$ cat config.mk
export PLATFORM = sky130hd
export DESIGN_NAME = websocket_frame_deframer
export DESIGN_NICKNAME = d
export VERILOG_FILES = /design/src/design/wsd_pkg.sv /design/src/design/wsd_parser.sv /design/src/design/wsd_out_buf.sv /design/src/design/websocket_frame_deframer.sv
export SDC_FILE = /design/constraint.sdc
export NUM_CORES = 1
export LEC_CHECK = 0
export ABC_AREA = 1
export ABC_CLOCK_PERIOD_IN_PS = 6950
export BUFFER_PORTS_ARGS = -buffer_cell sky130_fd_sc_hd__buf_4
export CAP_MARGIN = 20
export CELL_PAD_IN_SITES_DETAIL_PLACEMENT = 1
export CELL_PAD_IN_SITES_GLOBAL_PLACEMENT = 2
export CORE_MARGIN = 1
export CORE_UTILIZATION = 37
export DETAILED_ROUTE_END_ITERATION = 16
export HOLD_SLACK_MARGIN = 0.02
export PLACE_DENSITY_LB_ADDON = 0.1
export SYNTH_ARGS = -nofsm -noshare
export SYNTH_HDL_FRONTEND = slang
export SYNTH_SLANG_ARGS = --single-unit
$ cat constraint.sdc
create_clock -name i_clk -period 6.95 [get_ports i_clk]
set_clock_uncertainty 0.15 [all_clocks]
set_input_delay 1.39 -clock i_clk [delete_from_list [all_inputs] [get_ports i_clk]]
set_output_delay 1.39 -clock i_clk [all_outputs]
set_load 0.01 [all_outputs]
$ cat src/design/wsd_pkg.sv
// ----------------------------------------------------------------------------
// WebSocket deframer package
// Shared types, codes and helper functions for the frame deframer.
// ----------------------------------------------------------------------------
package wsd_pkg;

    // Parse phases of the frame header and payload.
    typedef enum logic [2:0] {
        PH_HDR1    = 3'd0,
        PH_HDR2    = 3'd1,
        PH_EXTLEN  = 3'd2,
        PH_MASK    = 3'd3,
        PH_PAYLOAD = 3'd4
    } t_phase;

    // Sticky error codes.
    typedef enum logic [2:0] {
        ERR_NONE      = 3'd0,
        ERR_RSV       = 3'd1,
        ERR_OPCODE    = 3'd2,
        ERR_UNMASKED  = 3'd3,
        ERR_TOO_LONG  = 3'd4,
        ERR_FRAG_CTRL = 3'd5
    } t_err;

    // Action reported when a frame completes.
    typedef enum logic [2:0] {
        ACT_NONE     = 3'd0,
        ACT_DELIVER  = 3'd1,
        ACT_CLOSE    = 3'd2,
        ACT_CTRL     = 3'd3,
        ACT_FRAGMENT = 3'd4
    } t_action;

    // Frame opcodes.
    localparam logic [3:0] OP_CONT   = 4'h0;
    localparam logic [3:0] OP_TEXT   = 4'h1;
    localparam logic [3:0] OP_BINARY = 4'h2;
    localparam logic [3:0] OP_CLOSE  = 4'h8;
    localparam logic [3:0] OP_PING   = 4'h9;
    localparam logic [3:0] OP_PONG   = 4'hA;

    // Header field masks and length codes.
    localparam logic [7:0] HI_MASK   = 8'hF0;
    localparam logic [7:0] HI_FIN    = 8'h80;
    localparam logic [7:0] HI_NONE   = 8'h00;
    localparam logic [7:0] OP_MASK   = 8'h0F;
    localparam logic [7:0] LEN7_MASK = 8'h7F;
    localparam logic [6:0] LEN7_MAX  = 7'd125;
    localparam logic [6:0] LEN7_EXT16 = 7'd126;

    // Extended length byte counts, minus one.
    localparam logic [2:0] EXT16_LEFT = 3'd1;
    localparam logic [2:0] EXT64_LEFT = 3'd7;

    localparam logic [31:0] MAX_PAYLOAD_RESET = 32'd65536;

    // One result word.
    typedef struct packed {
        logic [7:0]  data_byte;
        logic        data_valid;
        logic        data_last;
        logic        frame_done;
        logic        frame_fin;
        logic [3:0]  frame_opcode;
        logic [63:0] frame_length;
        t_action     frame_action;
        logic        error_flag;
        t_err        error_kind;
    } t_result;

    function automatic logic opcode_known(input logic [3:0] op);
        return op inside {OP_CONT, OP_TEXT, OP_BINARY, OP_CLOSE, OP_PING, OP_PONG};
    endfunction

    function automatic t_action frame_action_code(input logic fin, input logic [3:0] op);
        t_action act;
        if (!fin || op == OP_CONT) begin
            act = ACT_FRAGMENT;
        end else if (op == OP_TEXT || op == OP_BINARY) begin
            act = ACT_DELIVER;
        end else if (op == OP_CLOSE) begin
            act = ACT_CLOSE;
        end else begin
            act = ACT_CTRL;
        end
        return act;
    endfunction

endpackage

$ cat src/design/wsd_parser.sv
// ----------------------------------------------------------------------------
// WebSocket deframer parser
// Holds the frame state, updates it for each accepted byte and forms the
// result word for that byte in the same cycle.
// ----------------------------------------------------------------------------
module wsd_parser import wsd_pkg::*; (
    input  logic        i_clk,
    input  logic        i_rst_n,
    input  logic        i_accept,
    input  logic [7:0]  i_in_byte,
    input  logic        i_cfg_we,
    input  logic [31:0] i_cfg_data,
    output t_result     o_res
);

    t_phase      r_phase,        n_phase;
    logic        r_fin,          n_fin;
    logic [3:0]  r_opcode,       n_opcode;
    logic [63:0] r_length,       n_length;
    logic [2:0]  r_len_left,     n_len_left;
    logic [31:0] r_mask_key,     n_mask_key;
    logic [1:0]  r_mask_idx,     n_mask_idx;
    logic [63:0] r_payload_left, n_payload_left;
    t_err        r_error,        n_error;
    logic [31:0] r_max_payload;

    logic [7:0]  w_hi;
    logic [3:0]  w_op;
    logic [6:0]  w_len7;
    logic [63:0] w_ext_length;
    logic        w_active;

    assign w_hi         = i_in_byte & HI_MASK;
    assign w_op         = 4'(i_in_byte & OP_MASK);
    assign w_len7       = 7'(i_in_byte & LEN7_MASK);
    assign w_ext_length = {r_length[55:0], i_in_byte};
    assign w_active     = i_accept && (r_error == ERR_NONE);

    // Next state for one accepted byte; the state freezes once an error is set.
    always_comb begin
        n_phase        = r_phase;
        n_fin          = r_fin;
        n_opcode       = r_opcode;
        n_length       = r_length;
        n_len_left     = r_len_left;
        n_mask_key     = r_mask_key;
        n_mask_idx     = r_mask_idx;
        n_payload_left = r_payload_left;
        n_error        = r_error;
        if (w_active) begin
            case (r_phase)
                PH_HDR1: begin
                    if (w_hi != HI_FIN && w_hi != HI_NONE) begin
                        n_error = ERR_RSV;
                    end else if (!opcode_known(w_op)) begin
                        n_error = ERR_OPCODE;
                    end else begin
                        n_fin    = (w_hi == HI_FIN);
                        n_opcode = w_op;
                        if (w_hi != HI_FIN && w_op[3]) begin
                            n_error = ERR_FRAG_CTRL;
                        end else begin
                            n_phase = PH_HDR2;
                        end
                    end
                end
                PH_HDR2: begin
                    if (!i_in_byte[7]) begin
                        n_error = ERR_UNMASKED;
                    end else if (w_len7 <= LEN7_MAX) begin
                        n_length = 64'(w_len7);
                        if (r_max_payload < 32'(w_len7)) begin
                            n_error = ERR_TOO_LONG;
                        end else begin
                            n_mask_idx = 2'd0;
                            n_mask_key = 32'd0;
                            n_phase    = PH_MASK;
                        end
                    end else begin
                        n_length   = 64'd0;
                        n_len_left = (w_len7 == LEN7_EXT16) ? EXT16_LEFT : EXT64_LEFT;
                        n_phase    = PH_EXTLEN;
                    end
                end
                PH_EXTLEN: begin
                    n_length = w_ext_length;
                    if (r_len_left == 3'd0) begin
                        if (w_ext_length[63:32] != 32'd0 ||
                            w_ext_length[31:0] > r_max_payload) begin
                            n_error = ERR_TOO_LONG;
                        end else begin
                            n_mask_idx = 2'd0;
                            n_mask_key = 32'd0;
                            n_phase    = PH_MASK;
                        end
                    end else begin
                        n_len_left = r_len_left - 3'd1;
                    end
                end
                PH_MASK: begin
                    n_mask_key = {r_mask_key[23:0], i_in_byte};
                    n_mask_idx = r_mask_idx + 2'd1;
                    if (r_mask_idx == 2'd3) begin
                        if (r_length == 64'd0) begin
                            n_phase = PH_HDR1;
                        end else begin
                            n_payload_left = r_length;
                            n_phase        = PH_PAYLOAD;
                        end
                    end
                end
                PH_PAYLOAD: begin
                    n_mask_idx     = r_mask_idx + 2'd1;
                    n_payload_left = r_payload_left - 64'd1;
                    if (r_payload_left == 64'd1) begin
                        n_phase = PH_HDR1;
                    end
                end
                default: begin
                    n_phase = PH_HDR1;
                end
            endcase
        end
    end

    // Result word: payload unmasking, frame completion and the state after the byte.
    always_comb begin
        o_res              = '0;
        o_res.frame_action = ACT_NONE;
        o_res.error_kind   = n_error;
        o_res.error_flag   = (n_error != ERR_NONE);
        o_res.frame_fin    = n_fin;
        o_res.frame_opcode = n_opcode;
        o_res.frame_length = n_length;
        if (r_error == ERR_NONE) begin
            case (r_phase)
                PH_MASK: begin
                    if (r_mask_idx == 2'd3 && r_length == 64'd0) begin
                        o_res.frame_done   = 1'b1;
                        o_res.frame_action = frame_action_code(r_fin, r_opcode);
                    end
                end
                PH_PAYLOAD: begin
                    o_res.data_valid = 1'b1;
                    case (r_mask_idx)
                        2'd0:    o_res.data_byte = i_in_byte ^ r_mask_key[31:24];
                        2'd1:    o_res.data_byte = i_in_byte ^ r_mask_key[23:16];
                        2'd2:    o_res.data_byte = i_in_byte ^ r_mask_key[15:8];
                        default: o_res.data_byte = i_in_byte ^ r_mask_key[7:0];
                    endcase
                    if (r_payload_left == 64'd1) begin
                        o_res.data_last    = 1'b1;
                        o_res.frame_done   = 1'b1;
                        o_res.frame_action = frame_action_code(r_fin, r_opcode);
                    end
                end
                default: begin
                    o_res.frame_done = 1'b0;
                end
            endcase
        end
    end

    // Frame state registers.
    always_ff @(posedge i_clk) begin
        if (!i_rst_n) begin
            r_phase        <= PH_HDR1;
            r_fin          <= 1'b0;
            r_opcode       <= 4'd0;
            r_length       <= 64'd0;
            r_len_left     <= 3'd0;
            r_mask_key     <= 32'd0;
            r_mask_idx     <= 2'd0;
            r_payload_left <= 64'd0;
            r_error        <= ERR_NONE;
        end else begin
            r_phase        <= n_phase;
            r_fin          <= n_fin;
            r_opcode       <= n_opcode;
            r_length       <= n_length;
            r_len_left     <= n_len_left;
            r_mask_key     <= n_mask_key;
            r_mask_idx     <= n_mask_idx;
            r_payload_left <= n_payload_left;
            r_error        <= n_error;
        end
    end

    // Payload limit register.
    always_ff @(posedge i_clk) begin
        if (!i_rst_n) begin
            r_max_payload <= MAX_PAYLOAD_RESET;
        end else if (i_cfg_we) begin
            r_max_payload <= i_cfg_data;
        end
    end

`ifndef NO_ASSERTIONS
    // An error, once raised, holds until reset.
    a_error_sticky: assert property (@(posedge i_clk) disable iff (!i_rst_n)
        (r_error != ERR_NONE) |=> (r_error == $past(r_error)))
        else $error("sticky error changed");

    // Payload bytes are only produced in the payload phase with no error.
    a_data_phase: assert property (@(posedge i_clk) disable iff (!i_rst_n)
        o_res.data_valid |-> (r_phase == PH_PAYLOAD && r_error == ERR_NONE))
        else $error("data outside payload phase");

    // A frame that ends on a payload byte marks that byte as the last one.
    a_done_last: assert property (@(posedge i_clk) disable iff (!i_rst_n)
        (o_res.frame_done && o_res.data_valid) |-> o_res.data_last)
        else $error("frame end without last flag");

    // The payload phase always has bytes left to count.
    a_payload_left: assert property (@(posedge i_clk) disable iff (!i_rst_n)
        (r_phase == PH_PAYLOAD) |-> (r_payload_left != 64'd0))
        else $error("payload phase with zero bytes left");
`endif

endmodule

$ cat src/design/wsd_out_buf.sv
// ----------------------------------------------------------------------------
// WebSocket deframer output buffer
// Two-entry result queue that parts the input side from the output side.
// ----------------------------------------------------------------------------
module wsd_out_buf import wsd_pkg::*; (
    input  logic    i_clk,
    input  logic    i_rst_n,
    input  logic    i_push,
    input  t_result i_res,
    output logic    o_can_push,
    output logic    o_valid,
    input  logic    i_ready,
    output t_result o_res
);

    t_result    r_slot [2];
    logic       r_wr_ptr;
    logic       r_rd_ptr;
    logic [1:0] r_count;
    logic       w_pop;

    assign o_can_push = (r_count != 2'd2);
    assign o_valid    = (r_count != 2'd0);
    assign w_pop      = o_valid && i_ready;
    assign o_res      = r_slot[r_rd_ptr];

    // Result storage.
    always_ff @(posedge i_clk) begin
        if (i_push) begin
            r_slot[r_wr_ptr] <= i_res;
        end
    end

    // Queue pointers and fill count.
    always_ff @(posedge i_clk) begin
        if (!i_rst_n) begin
            r_wr_ptr <= 1'b0;
            r_rd_ptr <= 1'b0;
            r_count  <= 2'd0;
        end else begin
            if (i_push) begin
                r_wr_ptr <= ~r_wr_ptr;
            end
            if (w_pop) begin
                r_rd_ptr <= ~r_rd_ptr;
            end
            case ({i_push, w_pop})
                2'b10:   r_count <= r_count + 2'd1;
                2'b01:   r_count <= r_count - 2'd1;
                default: r_count <= r_count;
            endcase
        end
    end

`ifndef NO_ASSERTIONS
    // No word is written into a full queue.
    a_no_overflow: assert property (@(posedge i_clk) disable iff (!i_rst_n)
        i_push |-> (r_count != 2'd2))
        else $error("push into full queue");

    // The fill count matches the pointer distance.
    a_count_ptrs: assert property (@(posedge i_clk) disable iff (!i_rst_n)
        (r_count == 2'd1) |-> (r_wr_ptr != r_rd_ptr))
        else $error("count and pointers disagree");

    // The count never exceeds the depth.
    a_count_range: assert property (@(posedge i_clk) disable iff (!i_rst_n)
        r_count != 2'd3)
        else $error("queue count out of range");
`endif

endmodule

$ cat src/design/websocket_frame_deframer.sv
// ----------------------------------------------------------------------------
// WebSocket frame deframer
// Parses client-to-server WebSocket frames one byte at a time, unmasks the
// payload and reports frame completion and sticky protocol errors.
// ----------------------------------------------------------------------------
//
//  Channel | Direction | Handshake                 | Word
//  --------+-----------+---------------------------+-----------------------------
//  in      | input     | i_in_valid / o_in_ready   | i_in_byte
//  out     | output    | o_out_valid / i_out_ready | o_data_byte .. o_error_kind
//  cfg     | input     | i_cfg_valid / o_cfg_ready | i_cfg_data (max_payload)
//
//  Each accepted byte gives one result word, one byte per cycle sustained
//  while the output side keeps the queue from filling; the parse and the
//  unmasking lie between the frame state registers and a two-entry result
//  queue, and each result word is registered in that queue before the output.
//  Input ready drops only while the result queue holds two unread words.
//  Reset is synchronous and active low; it clears the frame state and errors,
//  and sets the payload limit to 65536. The configuration port is always ready.
// ----------------------------------------------------------------------------
module websocket_frame_deframer import wsd_pkg::*; (
    input  logic        i_clk,
    input  logic        i_rst_n,
    input  logic        i_in_valid,
    output logic        o_in_ready,
    input  logic [7:0]  i_in_byte,
    output logic        o_out_valid,
    input  logic        i_out_ready,
    output logic [7:0]  o_data_byte,
    output logic        o_data_valid,
    output logic        o_data_last,
    output logic        o_frame_done,
    output logic        o_frame_fin,
    output logic [3:0]  o_frame_opcode,
    output logic [63:0] o_frame_length,
    output logic [2:0]  o_frame_action,
    output logic        o_error_flag,
    output logic [2:0]  o_error_kind,
    input  logic        i_cfg_valid,
    output logic        o_cfg_ready,
    input  logic [31:0] i_cfg_data
);

    logic    w_accept;
    t_result w_res;
    t_result w_out;

    assign o_cfg_ready = 1'b1;
    assign w_accept    = i_in_valid && o_in_ready;

    // Frame parser and payload unmasking.
    wsd_parser u_parser (
        .i_clk      (i_clk),
        .i_rst_n    (i_rst_n),
        .i_accept   (w_accept),
        .i_in_byte  (i_in_byte),
        .i_cfg_we   (i_cfg_valid),
        .i_cfg_data (i_cfg_data),
        .o_res      (w_res)
    );

    // Result queue.
    wsd_out_buf u_out_buf (
        .i_clk      (i_clk),
        .i_rst_n    (i_rst_n),
        .i_push     (w_accept),
        .i_res      (w_res),
        .o_can_push (o_in_ready),
        .o_valid    (o_out_valid),
        .i_ready    (i_out_ready),
        .o_res      (w_out)
    );

    // Result word onto the output ports.
    assign o_data_byte    = w_out.data_byte;
    assign o_data_valid   = w_out.data_valid;
    assign o_data_last    = w_out.data_last;
    assign o_frame_done   = w_out.frame_done;
    assign o_frame_fin    = w_out.frame_fin;
    assign o_frame_opcode = w_out.frame_opcode;
    assign o_frame_length = w_out.frame_length;
    assign o_frame_action = w_out.frame_action;
    assign o_error_flag   = w_out.error_flag;
    assign o_error_kind   = w_out.error_kind;

endmodule
* Word level (Yosys, flattened, before mapping) *
Memories as Yosys holds them, arrays and structs flattened. A register that Yosys moved wholly into a read port is not among the register bits.
Cells that the tools add are included.

storage, ports and cells
  bits in writable memories = 174
  output and inout port bits = 90
  register bits after elaboration = 212
  memories = 1

memories
  memory            words  bits a word  read ports  clocked after memory_dff  wr ports  line               text
  u_out_buf.r_slot  2      87           1           1                         1         wsd_out_buf.sv:16  t_result r_slot [2];

cells by class
  equality and inequality tests = 36
  bitwise gates (word level) = 6
  add/subtract/negate cells = 5
  muxes and demuxes = 72
  reduce and logical (&&, ||, !) cells = 33
  $lt $le $gt $ge = 3

operators with widths
  operator                                                                 count
  64-bit two-way mux                                                       4
  64-bit one-hot mux with 2 select lines                                   2
  32-bit two-way mux                                                       5
  32-bit one-hot mux with 3 select lines                                   1
  3-bit two-way mux                                                        28
  64-bit by 1-bit equality test with 1-bit output, second input constant   1
  64-bit zero test                                                         1
  64-bit by 1-bit subtractor with 64-bit output, second input constant     1
  32-bit > comparator                                                      1
  32-bit by 7-bit less-than comparator with 1-bit output                   1
  32-bit nonzero test                                                      1
  8-bit XOR                                                                4
  8-bit one-hot mux with 3 select lines                                    1
  4-bit equality test, second input constant                               5
  2-bit inequality test, second input constant                             9
  4-bit two-way mux                                                        4
  3-bit one-hot mux with 5 select lines                                    1
  2-bit two-way mux                                                        7
  7-bit AND reduction                                                      2
  3-bit one-hot mux with 2 select lines                                    2
  11-bit two-way mux                                                       1
  1-bit two-way mux                                                        10
  10-bit two-way mux                                                       1
  2-bit by 1-bit inequality test with 1-bit output, second input constant  5
  34 further kinds                                                         57

* Longest topological paths before layout *
Gate-level depths: netlist of run 1.

  word-level depth = 8
  gate-level depth with buffers = 21
  depth with buffers taken out = 20

* Hierarchy *
Synthesis of run 1 repeated with hierarchy kept, for this count alone.

second synthesis, totals
  cells, all modules = 2348
  area total of the unflattened synthesis = 19306.0 sq um

modules (own cells, without submodules)
  module                    instances  area each (sq um)  cells an instance
  wsd_parser                1          12653.4            2037
  wsd_out_buf               1          6633.9             307
  websocket_frame_deframer  1          18.8               4

* Worst setup path before layout of run 1 *
No wires, ideal clock.

  path type = input port to flip-flop
  from = input port i_in_valid
  to = memory u_out_buf.r_slot[1][0] (netlist name), enable pin
  stages = 2
  setup slack = 1.150 ns
  buffers on the path = 0
  data arrival time = 5.116 ns
  setup time = 0.534 ns
  cell sequence = nand2_2 > nor2_1

between the ends
  word-level cells in the longest chain between the ends = 3

RTL lines
  item                                     line                            text
  start: declaration                       websocket_frame_deframer.sv:24  input logic i_in_valid,
  1-bit logical AND                        websocket_frame_deframer.sv:49  assign w_accept = i_in_valid && o_in_ready;
  1-bit two-way mux                        wsd_out_buf.sv:29               if (i_push) begin
  1-bit two-way mux (implied by the code)  wsd_out_buf.sv:30               r_slot[r_wr_ptr] <= i_res;
  end: declaration                         wsd_out_buf.sv:16

Every way passes these cells.

==> results of run 1 <==
path summary, 6_finish.rpt:
kind	to	slack, ps	cells past startpoint
worst max register to register	u_parser.r_payload_left[61]	2870	11
worst min-delay path	flip-flop	330	1
worst min register to register	flip-flop	330	1
worst max-delay path	o_frame_length[53]	2790	3
where the power goes:
part | internal (uW) | switching (uW) | total [uW]
Combinational | 354 | 460 | 814
Clock | 1430 | 983 | 2410
Sequential | 2520 | 56.4 | 2580
Total | 4300 | 1500 | 5800
routing by layer:
metal	vias to the layer above	share of wire (%)	track usage, %
met5	-	0	0
met4	0	2.5	6.583
met3	75	3.8	3.447
met2	282	47	39.35
met1	7737	47	32.94
li1	7702	-	-
kinds of logic (layout without fill, tap and decap cells):
| logic type | Yosys count | after routing |
|---|---|---|
| compound gates | 367 | 367 |
| flops | 387 | 387 |
| fa+ha+maj | 48 | 48 |
| xor+xnor | 35 | 35 |
| buf+inv | 393 | 529 |
| other cells | 1 | 1 |
| mux | 87 | 87 |
| simple gates | 961 | 961 |
worst reg2reg max path: stages, from the launching register on:
cell and delay (ps):
sky130_fd_sc_hd__dfxtp_1 480, sky130_fd_sc_hd__inv_2 80, sky130_fd_sc_hd__nor2_4 130, sky130_fd_sc_hd__nand2_1 350, sky130_fd_sc_hd__inv_2 510, sky130_fd_sc_hd__nand2_1 160, sky130_fd_sc_hd__nand2_1 150, sky130_fd_sc_hd__nand2_4 480
sky130_fd_sc_hd__inv_2 750, sky130_fd_sc_hd__buf_4 490, sky130_fd_sc_hd__nand2_1 140, sky130_fd_sc_hd__a21oi_1 130
cell usage in the layout, fill, tap and decap left out, types with 9 or more instances in the layout:
cell type                     n
sky130_fd_sc_hd__nand3_1     68
sky130_fd_sc_hd__inv_2       14
sky130_fd_sc_hd__inv_1      283
sky130_fd_sc_hd__mux2_2      87
sky130_fd_sc_hd__buf_4      142
sky130_fd_sc_hd__xor2_1      23
sky130_fd_sc_hd__clkbuf_1    13
sky130_fd_sc_hd__nor2_1     280
sky130_fd_sc_hd__clkbuf_16   46
sky130_fd_sc_hd__dfxtp_1    212
sky130_fd_sc_hd__nor4_1      13
sky130_fd_sc_hd__or2_2        9
sky130_fd_sc_hd__xnor2_1     12
sky130_fd_sc_hd__nand2_1    479
sky130_fd_sc_hd__clkinv_2     9
sky130_fd_sc_hd__o22ai_2     20
sky130_fd_sc_hd__nor3_1      25
sky130_fd_sc_hd__nand4_1     46
sky130_fd_sc_hd__ha_1        48
sky130_fd_sc_hd__nor2_4      10
sky130_fd_sc_hd__edfxtp_1   174
sky130_fd_sc_hd__o21ai_0    124
sky130_fd_sc_hd__a21oi_1    165
sky130_fd_sc_hd__o22ai_1     37
synth_stat cells (all sizes together), types with 38 or more instances:
library cell / number / area, sq um
nand2: 488 / 1874
inv: 299 / 1125
nor2: 299 / 1246
dfxtp: 213 / 4264
edfxtp: 174 / 5225
a21oi: 165 / 825.8
o21ai: 128 / 644.4
mux2: 87 / 979.7
nand3: 69 / 357.8
o22ai: 57 / 481.7
clkbuf: 55 / 206.5
ha: 48 / 600.6
nand4: 47 / 309.0
buf: 38 / 249.0
flip-flops by register name (all words and copies together), names as in the netlist, named ones only:
register / flops
u_out_buf.r_rd_ptr: 1
u_parser.r_phase: 3
u_parser.r_mask_idx: 2
u_parser.r_len_left: 3
u_parser.r_error: 3
u_out_buf.r_slot: 174
u_out_buf.r_count: 2
u_parser.r_length: 64
u_parser.r_max_payload: 32
u_parser.r_opcode: 4
u_out_buf.r_wr_ptr: 1
u_parser.r_payload_left: 64
u_parser.r_mask_key: 32
u_parser.r_fin: 1
layout make-up:
type	count	area, sq um
Fill cell	6127	29080
Sequential cell	387	9493
Multi-Input combinational cell	1499	8127
Clock buffer	61	1227
Timing Repair Buffer	146	1146
Inverter	300	1131
Tap cell	680	850.8
Clock inverter	22	250.2
metrics by stage:
stage | hold WS [ps] | cells | utilization, %
after global routing | 347.4 | 3095 | 43.32
final | 333.0 | 3095 | 43.32
after detailed placement | 295.5 | 3010 | 40.36
after floorplan | 275.7 | 2279 | -
after CTS | 327.7 | 3093 | 43.24
after global placement | 279.1 | 3010 | 40.36
==> tab_implementation.tex, run 1 <==
\begin{tabular}{lr}
\hline
Metric & Value \\
\hline
\multicolumn{2}{l}{\textbf{Power and ir drop}} \\
\quad Leakage power & 0.009228 uW \\
\quad Sum of internal, switching and leakage power & 5801 uW \\
\quad Highest ir drop seen on vdd & 0.0001559 V \\
\quad Power Density & 261.0 mW/mm\^{}2 \\
\multicolumn{2}{l}{\textbf{Route}} \\
\quad Vias per cell & 5.104 \\
\quad Drt first-iter violations & 897 \\
\quad Drt drc & 0 \\
\quad Final wirelength & 63210 um \\
\quad Total number of vias & 15800 \\
\quad Post-detailed-route count of antenna-violating nets & 0 \\
\quad Mean routed wirelength per cell & 20.42 um \\
\quad DRT Pass-1 Iters & 5 \\
\multicolumn{2}{l}{\textbf{Clocking}} \\
\quad Post-CTS Repair Setup Buffers & 0 \\
\quad Clock tree from TritonCTS & built \\
\quad CTS H-Tree Depth & 2 \\
\quad Worst skew pair latency & 580 ps \\
\quad Num CTS Buffers & 45 \\
\quad Clock input transition at the sequential cells of the worst setup and hold paths & 60 ps \\
\quad CTS Hold Buffers Added & 0 \\
\quad Max Buffers Root-to-Sink & 3 \\
\quad Number of gates given a new drive strength after cts & 0 \\
\quad Cell chosen for the clock root & sky130\_fd\_sc\_hd\_\_clkbuf\_16 \\
\quad Sinks on Clock Net & 387 \\
\multicolumn{2}{l}{\textbf{Layout}} \\
\quad Antenna Diode Count & 0 \\
\quad Layout-stage area growth over the synthesis result & 15.88\% \\
\quad Final design area excluding fillers & 0.02223 sq mm \\
\quad Final-stage net count & 2472 \\
\quad Share of post-route cells with drive strength above 1 & 15.61\% \\
\multicolumn{2}{l}{\textbf{Logic synthesis}} \\
\quad Sequential cell area fraction in the yosys report & 49.47\% \\
\quad Mux cell area share after synthesis & 5.108\% \\
\quad Main combinational cell family by area after synthesis & simple AND/OR/NAND/NOR gates \\
\quad Dominant register cell in the synthesized netlist & sky130\_fd\_sc\_hd\_\_dfxtp\_1 \\
\quad Number of standard cells after synthesis & 2279 \\
\quad Synthesized-area fraction occupied by adder cells & 3.131\% \\
\quad Synth Area in Compound Gates & 10.86\% \\
\quad Post-synth net total & 2372 \\
\quad Xor/xnor share of the synthesized area & 1.598\% \\
\quad Mean area per synthesized cell & 8.416 sq um \\
\quad Count of flip-flops with a built-in enable after synthesis & 174 \\
\quad Yosys Warn Count & 0 \\
\quad FF+latch count, synth & 387 \\
\quad Async S/R FF share, synth & 0\% \\
\quad Post-synthesis cell type count & 50 \\
\quad Simple logic cell fraction of the synthesized area & 21.55\% \\
\quad Post-synthesis instance area & 0.01918 sq mm \\
\multicolumn{2}{l}{\textbf{Placement}} \\
\quad Routability cong. & 0.8393 \\
\quad Post-detailed-placement cell area & 0.02071 sq mm \\
\quad Number of input and output port buffers inserted & 133 \\
\quad Minimum setup slack after placement & 2503 ps \\
\quad DPL Wire Length & 45170 um \\
\multicolumn{2}{l}{\textbf{Critical path}} \\
\quad Cell family with the largest share of critical-path delay & buffers and inverters \\
\quad Element type at the critical path start & flip-flop \\
\quad Classification of the worst setup path & flip-flop to output pin \\
\quad Sort of element at the end of the critical path & output pin \\
\quad Max stage delay cell, worst path & sky130\_fd\_sc\_hd\_\_buf\_4 \\
\quad Required time of the critical path & 5410 ps \\
\quad Crit path buffers/inverters & 2 \\
\quad Reg-to-reg critical path startpoint & u\_parser.r\_phase[0] \\
\quad Slowest Stage Delay on Critical Path & 740 ps \\
\quad CP Data Arrival Time & 2620 ps \\
\quad Cell mode on critical path & sky130\_fd\_sc\_hd\_\_buf\_4 \\
\quad Worst-path fanout max & 58 \\
\quad Ordered list of cells on the worst path & buf\_4, mux2\_2, buf\_4 \\
\multicolumn{2}{l}{\textbf{STA}} \\
\quad Worst slew slack as a fraction of its limit & 34.69\% \\
\quad Total count of hold-check failures in the final report & 0 \\
\quad Total negative slack & 0 ps \\
\quad Slew of the pin with the lowest slew margin & 978.3 ps \\
\quad Final setup violation count & 0 \\
\quad Unrepaired setup endpoints after global routing & false \\
\quad Final clock period utilization by the worst path & 59.91\% \\
\quad Number of pins with negative max-slew slack in the final report & 0 \\
\quad Maximum frequency from static timing analysis & 240.2 MHz \\
\quad Slack of the critical path & 2786 ps \\
\quad Post-route minimum period & 4164 ps \\
\multicolumn{2}{l}{\textbf{Floorplanning}} \\
\quad I/O pin total & 135 \\
\quad Number of rows created at floorplan & 83 \\
\quad Overall die width & 229.7 um \\
\quad Floorplan die area & 0.05275 sq mm \\
\quad Area of the core & 0.05130 sq mm \\
\quad Die Y & 229.7 um \\
\quad Initial Util & 37.39\% \\
\multicolumn{2}{l}{\textbf{Worst hold path}} \\
\quad Class of the tightest hold or removal check & flip-flop to flip-flop \\
\quad Startpoint of the most critical hold path & u\_out\_buf.r\_rd\_ptr \\
\multicolumn{2}{l}{\textbf{GRT}} \\
\quad Total global-route track usage & 24.01\% \\
\quad Number of global-route vias before repair & 16130 \\
\quad Maximum number of pins on one net before global-route repair & 91 \\
\quad Overall overflow remaining after global route & 0 \\
\quad Number of antenna violations at the first check in global routing & 0 \\
\quad First-pass GRT wire length & 97460 um \\
\multicolumn{2}{l}{\textbf{Flow run}} \\
\quad MaxCap Viol Count & 0 \\
\multicolumn{2}{l}{\textbf{Status}} \\
\quad Status & finished clean \\
\hline
\end{tabular}
(Power assumes the default switching activity.)
==> inputs of run 2 (changes only) <==
--- a/config.mk
+++ b/config.mk
@@ -6,13 +6,13 @@
 export NUM_CORES = 1
 export LEC_CHECK = 0
 export ABC_AREA = 1
-export ABC_CLOCK_PERIOD_IN_PS = 6950
+export ABC_CLOCK_PERIOD_IN_PS = 3800
 export BUFFER_PORTS_ARGS = -buffer_cell sky130_fd_sc_hd__buf_4
 export CAP_MARGIN = 20
 export CELL_PAD_IN_SITES_DETAIL_PLACEMENT = 1
 export CELL_PAD_IN_SITES_GLOBAL_PLACEMENT = 2
 export CORE_MARGIN = 1
-export CORE_UTILIZATION = 37
+export CORE_UTILIZATION = 34
 export DETAILED_ROUTE_END_ITERATION = 16
 export HOLD_SLACK_MARGIN = 0.02
 export PLACE_DENSITY_LB_ADDON = 0.1
==> constraint.sdc (replaced) <==
create_clock -name i_clk -period 3.8 [get_ports i_clk]
set_clock_uncertainty 0.15 [all_clocks]
set_input_delay 0.76 -clock i_clk [delete_from_list [all_inputs] [get_ports i_clk]]
set_output_delay 0.76 -clock i_clk [all_outputs]
set_load 0.01 [all_outputs]
==> run 2 against run 1 <==
Compared with the run above: first-iteration DRC count shrank 8.1%; power grew 85%; sequential power grew 83%; combinational power grew 82%; flip-flop and latch count is the same; core utilization shrank 2.8 points; register-to-register slack lost 2100 ps; worst setup slack lost 2200 ps; via count shrank 0.38%.
==> tab_implementation.tex, run 2 (synthesis gave the netlist of run 1 again) <==
\begin{tabular}{lr}
\hline
Metric & Value \\
\hline
\multicolumn{2}{l}{\textbf{Clocking}} \\
\quad CTS Hold Buffers Added & 0 \\
\quad Sinks on Clock Net & 387 \\
\quad Num CTS Buffers & 46 \\
\quad Post-CTS Repair Setup Buffers & 0 \\
\quad Number of gates given a new drive strength after cts & 0 \\
\quad Clock input transition at the sequential cells of the worst setup and hold paths & 60 ps \\
\quad Clock tree from TritonCTS & built \\
\quad Worst skew pair latency & 620 ps \\
\quad Max Buffers Root-to-Sink & 3 \\
\quad CTS H-Tree Depth & 2 \\
\quad Cell chosen for the clock root & sky130\_fd\_sc\_hd\_\_clkbuf\_16 \\
\multicolumn{2}{l}{\textbf{Power and ir drop}} \\
\quad Leakage power & 0.009299 uW \\
\quad Highest ir drop seen on vdd & 0.0003842 V \\
\quad Power Density & 477.0 mW/mm\^{}2 \\
\quad Sum of internal, switching and leakage power & 10720 uW \\
\multicolumn{2}{l}{\textbf{Route}} \\
\quad Mean routed wirelength per cell & 20.32 um \\
\quad Post-detailed-route count of antenna-violating nets & 0 \\
\quad Total number of vias & 15740 \\
\quad Drt first-iter violations & 824 \\
\quad Drt drc & 0 \\
\quad DRT Pass-1 Iters & 4 \\
\quad Final wirelength & 64550 um \\
\quad Vias per cell & 4.955 \\
\multicolumn{2}{l}{\textbf{Placement}} \\
\quad Number of input and output port buffers inserted & 133 \\
\quad DPL Wire Length & 46560 um \\
\quad Routability cong. & 0.8654 \\
\multicolumn{2}{l}{\textbf{Floorplanning}} \\
\quad Floorplan die area & 0.05737 sq mm \\
\quad Die Y & 239.5 um \\
\quad Area of the core & 0.05542 sq mm \\
\quad Overall die width & 239.5 um \\
\quad Number of rows created at floorplan & 86 \\
\quad Initial Util & 34.61\% \\
\quad I/O pin total & 135 \\
\multicolumn{2}{l}{\textbf{Layout}} \\
\quad Final-stage net count & 2484 \\
\quad Largest Register & u\_out\_buf.r\_slot \\
\quad Fill cell total of the finished layout & 6484 \\
\quad Commonest cells after routing, fill and taps aside & sky130\_fd\_sc\_hd\_\_nand2\_1, sky130\_fd\_sc\_hd\_\_inv\_1, sky130\_fd\_sc\_hd\_\_nor2\_1, sky130\_fd\_sc\_hd\_\_dfxtp\_1, sky130\_fd\_sc\_hd\_\_edfxtp\_1 \\
\quad Layout-stage area growth over the synthesis result & 17.13\% \\
\quad Antenna Diode Count & 0 \\
\quad Share of post-route cells with drive strength above 1 & 15.94\% \\
\quad Most common cell after layout, fill and taps aside & sky130\_fd\_sc\_hd\_\_nand2\_1 \\
\quad Largest registers ranked by flip-flop count & u\_out\_buf.r\_slot x174, u\_parser.r\_length x64, u\_parser.r\_payload\_left x64 \\
\quad Largest register FFs & 174 \\
\multicolumn{2}{l}{\textbf{STA}} \\
\quad Total count of hold-check failures in the final report & 0 \\
\quad Maximum frequency from static timing analysis & 310.7 MHz \\
\quad Worst slew slack as a fraction of its limit & 29.75\% \\
\quad Slew of the pin with the lowest slew margin & 1044 ps \\
\quad Final setup violation count & 0 \\
\quad Final clock period utilization by the worst path & 84.70\% \\
\quad Total negative slack & 0 ps \\
\quad Number of pins with negative max-slew slack in the final report & 0 \\
\quad Post-route minimum period & 3219 ps \\
\quad Unrepaired setup endpoints after global routing & false \\
\multicolumn{2}{l}{\textbf{Critical path}} \\
\quad Sort of element at the end of the critical path & output pin \\
\quad Classification of the worst setup path & flip-flop to output pin \\
\quad Worst-path fanout max & 55 \\
\quad Max stage delay cell, worst path & sky130\_fd\_sc\_hd\_\_dfxtp\_4 \\
\quad Ordered list of cells on the worst path & buf\_12, mux2\_2, buf\_4 \\
\quad Element type at the critical path start & flip-flop \\
\quad Length in cells of the worst reg-to-reg path & 15 \\
\quad Required time of the critical path & 2890 ps \\
\quad Slowest Stage Delay on Critical Path & 750 ps \\
\quad CP Data Arrival Time & 2310 ps \\
\multicolumn{2}{l}{\textbf{Flow run}} \\
\quad MaxCap Viol Count & 0 \\
\multicolumn{2}{l}{\textbf{Worst hold path}} \\
\quad Class of the tightest hold or removal check & input pin to flip-flop \\
\quad Worst hold path cell count & 2 \\
\multicolumn{2}{l}{\textbf{GRT}} \\
\quad Maximum number of pins on one net before global-route repair & 91 \\
\quad Number of global-route vias before repair & 16180 \\
\quad Overall overflow remaining after global route & 0 \\
\quad First-pass GRT wire length & 97990 um \\
\quad Total global-route track usage & 22.56\% \\
\quad Number of antenna violations at the first check in global routing & 1 \\
\multicolumn{2}{l}{\textbf{Status}} \\
\quad Status & finished clean \\
\hline
\end{tabular}
## run 2: cell count changes in the layout (fill, tap and decap cells not counted), sizes merged
cell / previous run / this run
buf: 146 / 157
clkbuf: 61 / 59
clkinv: 16 / 20
clkinvlp: 2 / 1
inv: 299 / 300
## run 2: cell type report
type	instances	area (sq um)	share of cell area, %
multi-input cells	1499	8122	36.15
clock inverters	26	297.8	1.326
well taps	748	935.9	4.166
repair buffers	157	1266	5.636
flip-flops and latches	387	9493	42.26
clock buffers	59	1220	5.430
inverters	300	1131	5.035
## run 2: per-layer routing
layer	track usage (%)	up-vias	share of wire, %
li1	-	7720	-
met1	30.97	7673	48
met2	36.59	262	46
met3	3.181	79	3.6
met4	6.838	2	2.5
met5	0	-	0.026
## run 2: worst max-delay path, delay by kind of cell, from the launching register on
family	cells	cell delay [ps]
buffers and inverters	2	510
muxes	1	400
DFF	1	750
## run 2: final timing paths
path                        startpoint                         end  slack, ps
setup / recovery             flip-flop          o_frame_length[34]        580
hold / removal             i_cfg_valid  u_parser.r_max_payload[16]        250
setup reg to reg  u_parser.r_length[9]     u_parser.r_mask_key[13]        790
hold reg to reg     u_out_buf.r_rd_ptr                   flip-flop        290
## run 2: through the flow
step	util [%]	setup WS [ps]	instances	area, sq um	hold slack (ps)
floorplan	-	104.2	2279	19180	275.7
global placement	37.80	454.6	3091	20950	292.3
detailed placement	37.80	325.2	3091	20950	294.0
CTS	40.54	523.2	3176	22470	222.8
global route	40.54	447.4	3176	22470	240.8
finish	40.54	581.5	3176	22470	250.6
## run 2: power breakdown
| part | leakage (uW) | internal [uW] | switching (uW) |
|---|---|---|---|
| registers | 0.00341 | 4610 | 110 |
| clock network | 0.000736 | 2620 | 1900 |
| logic | 0.00515 | 651 | 825 |
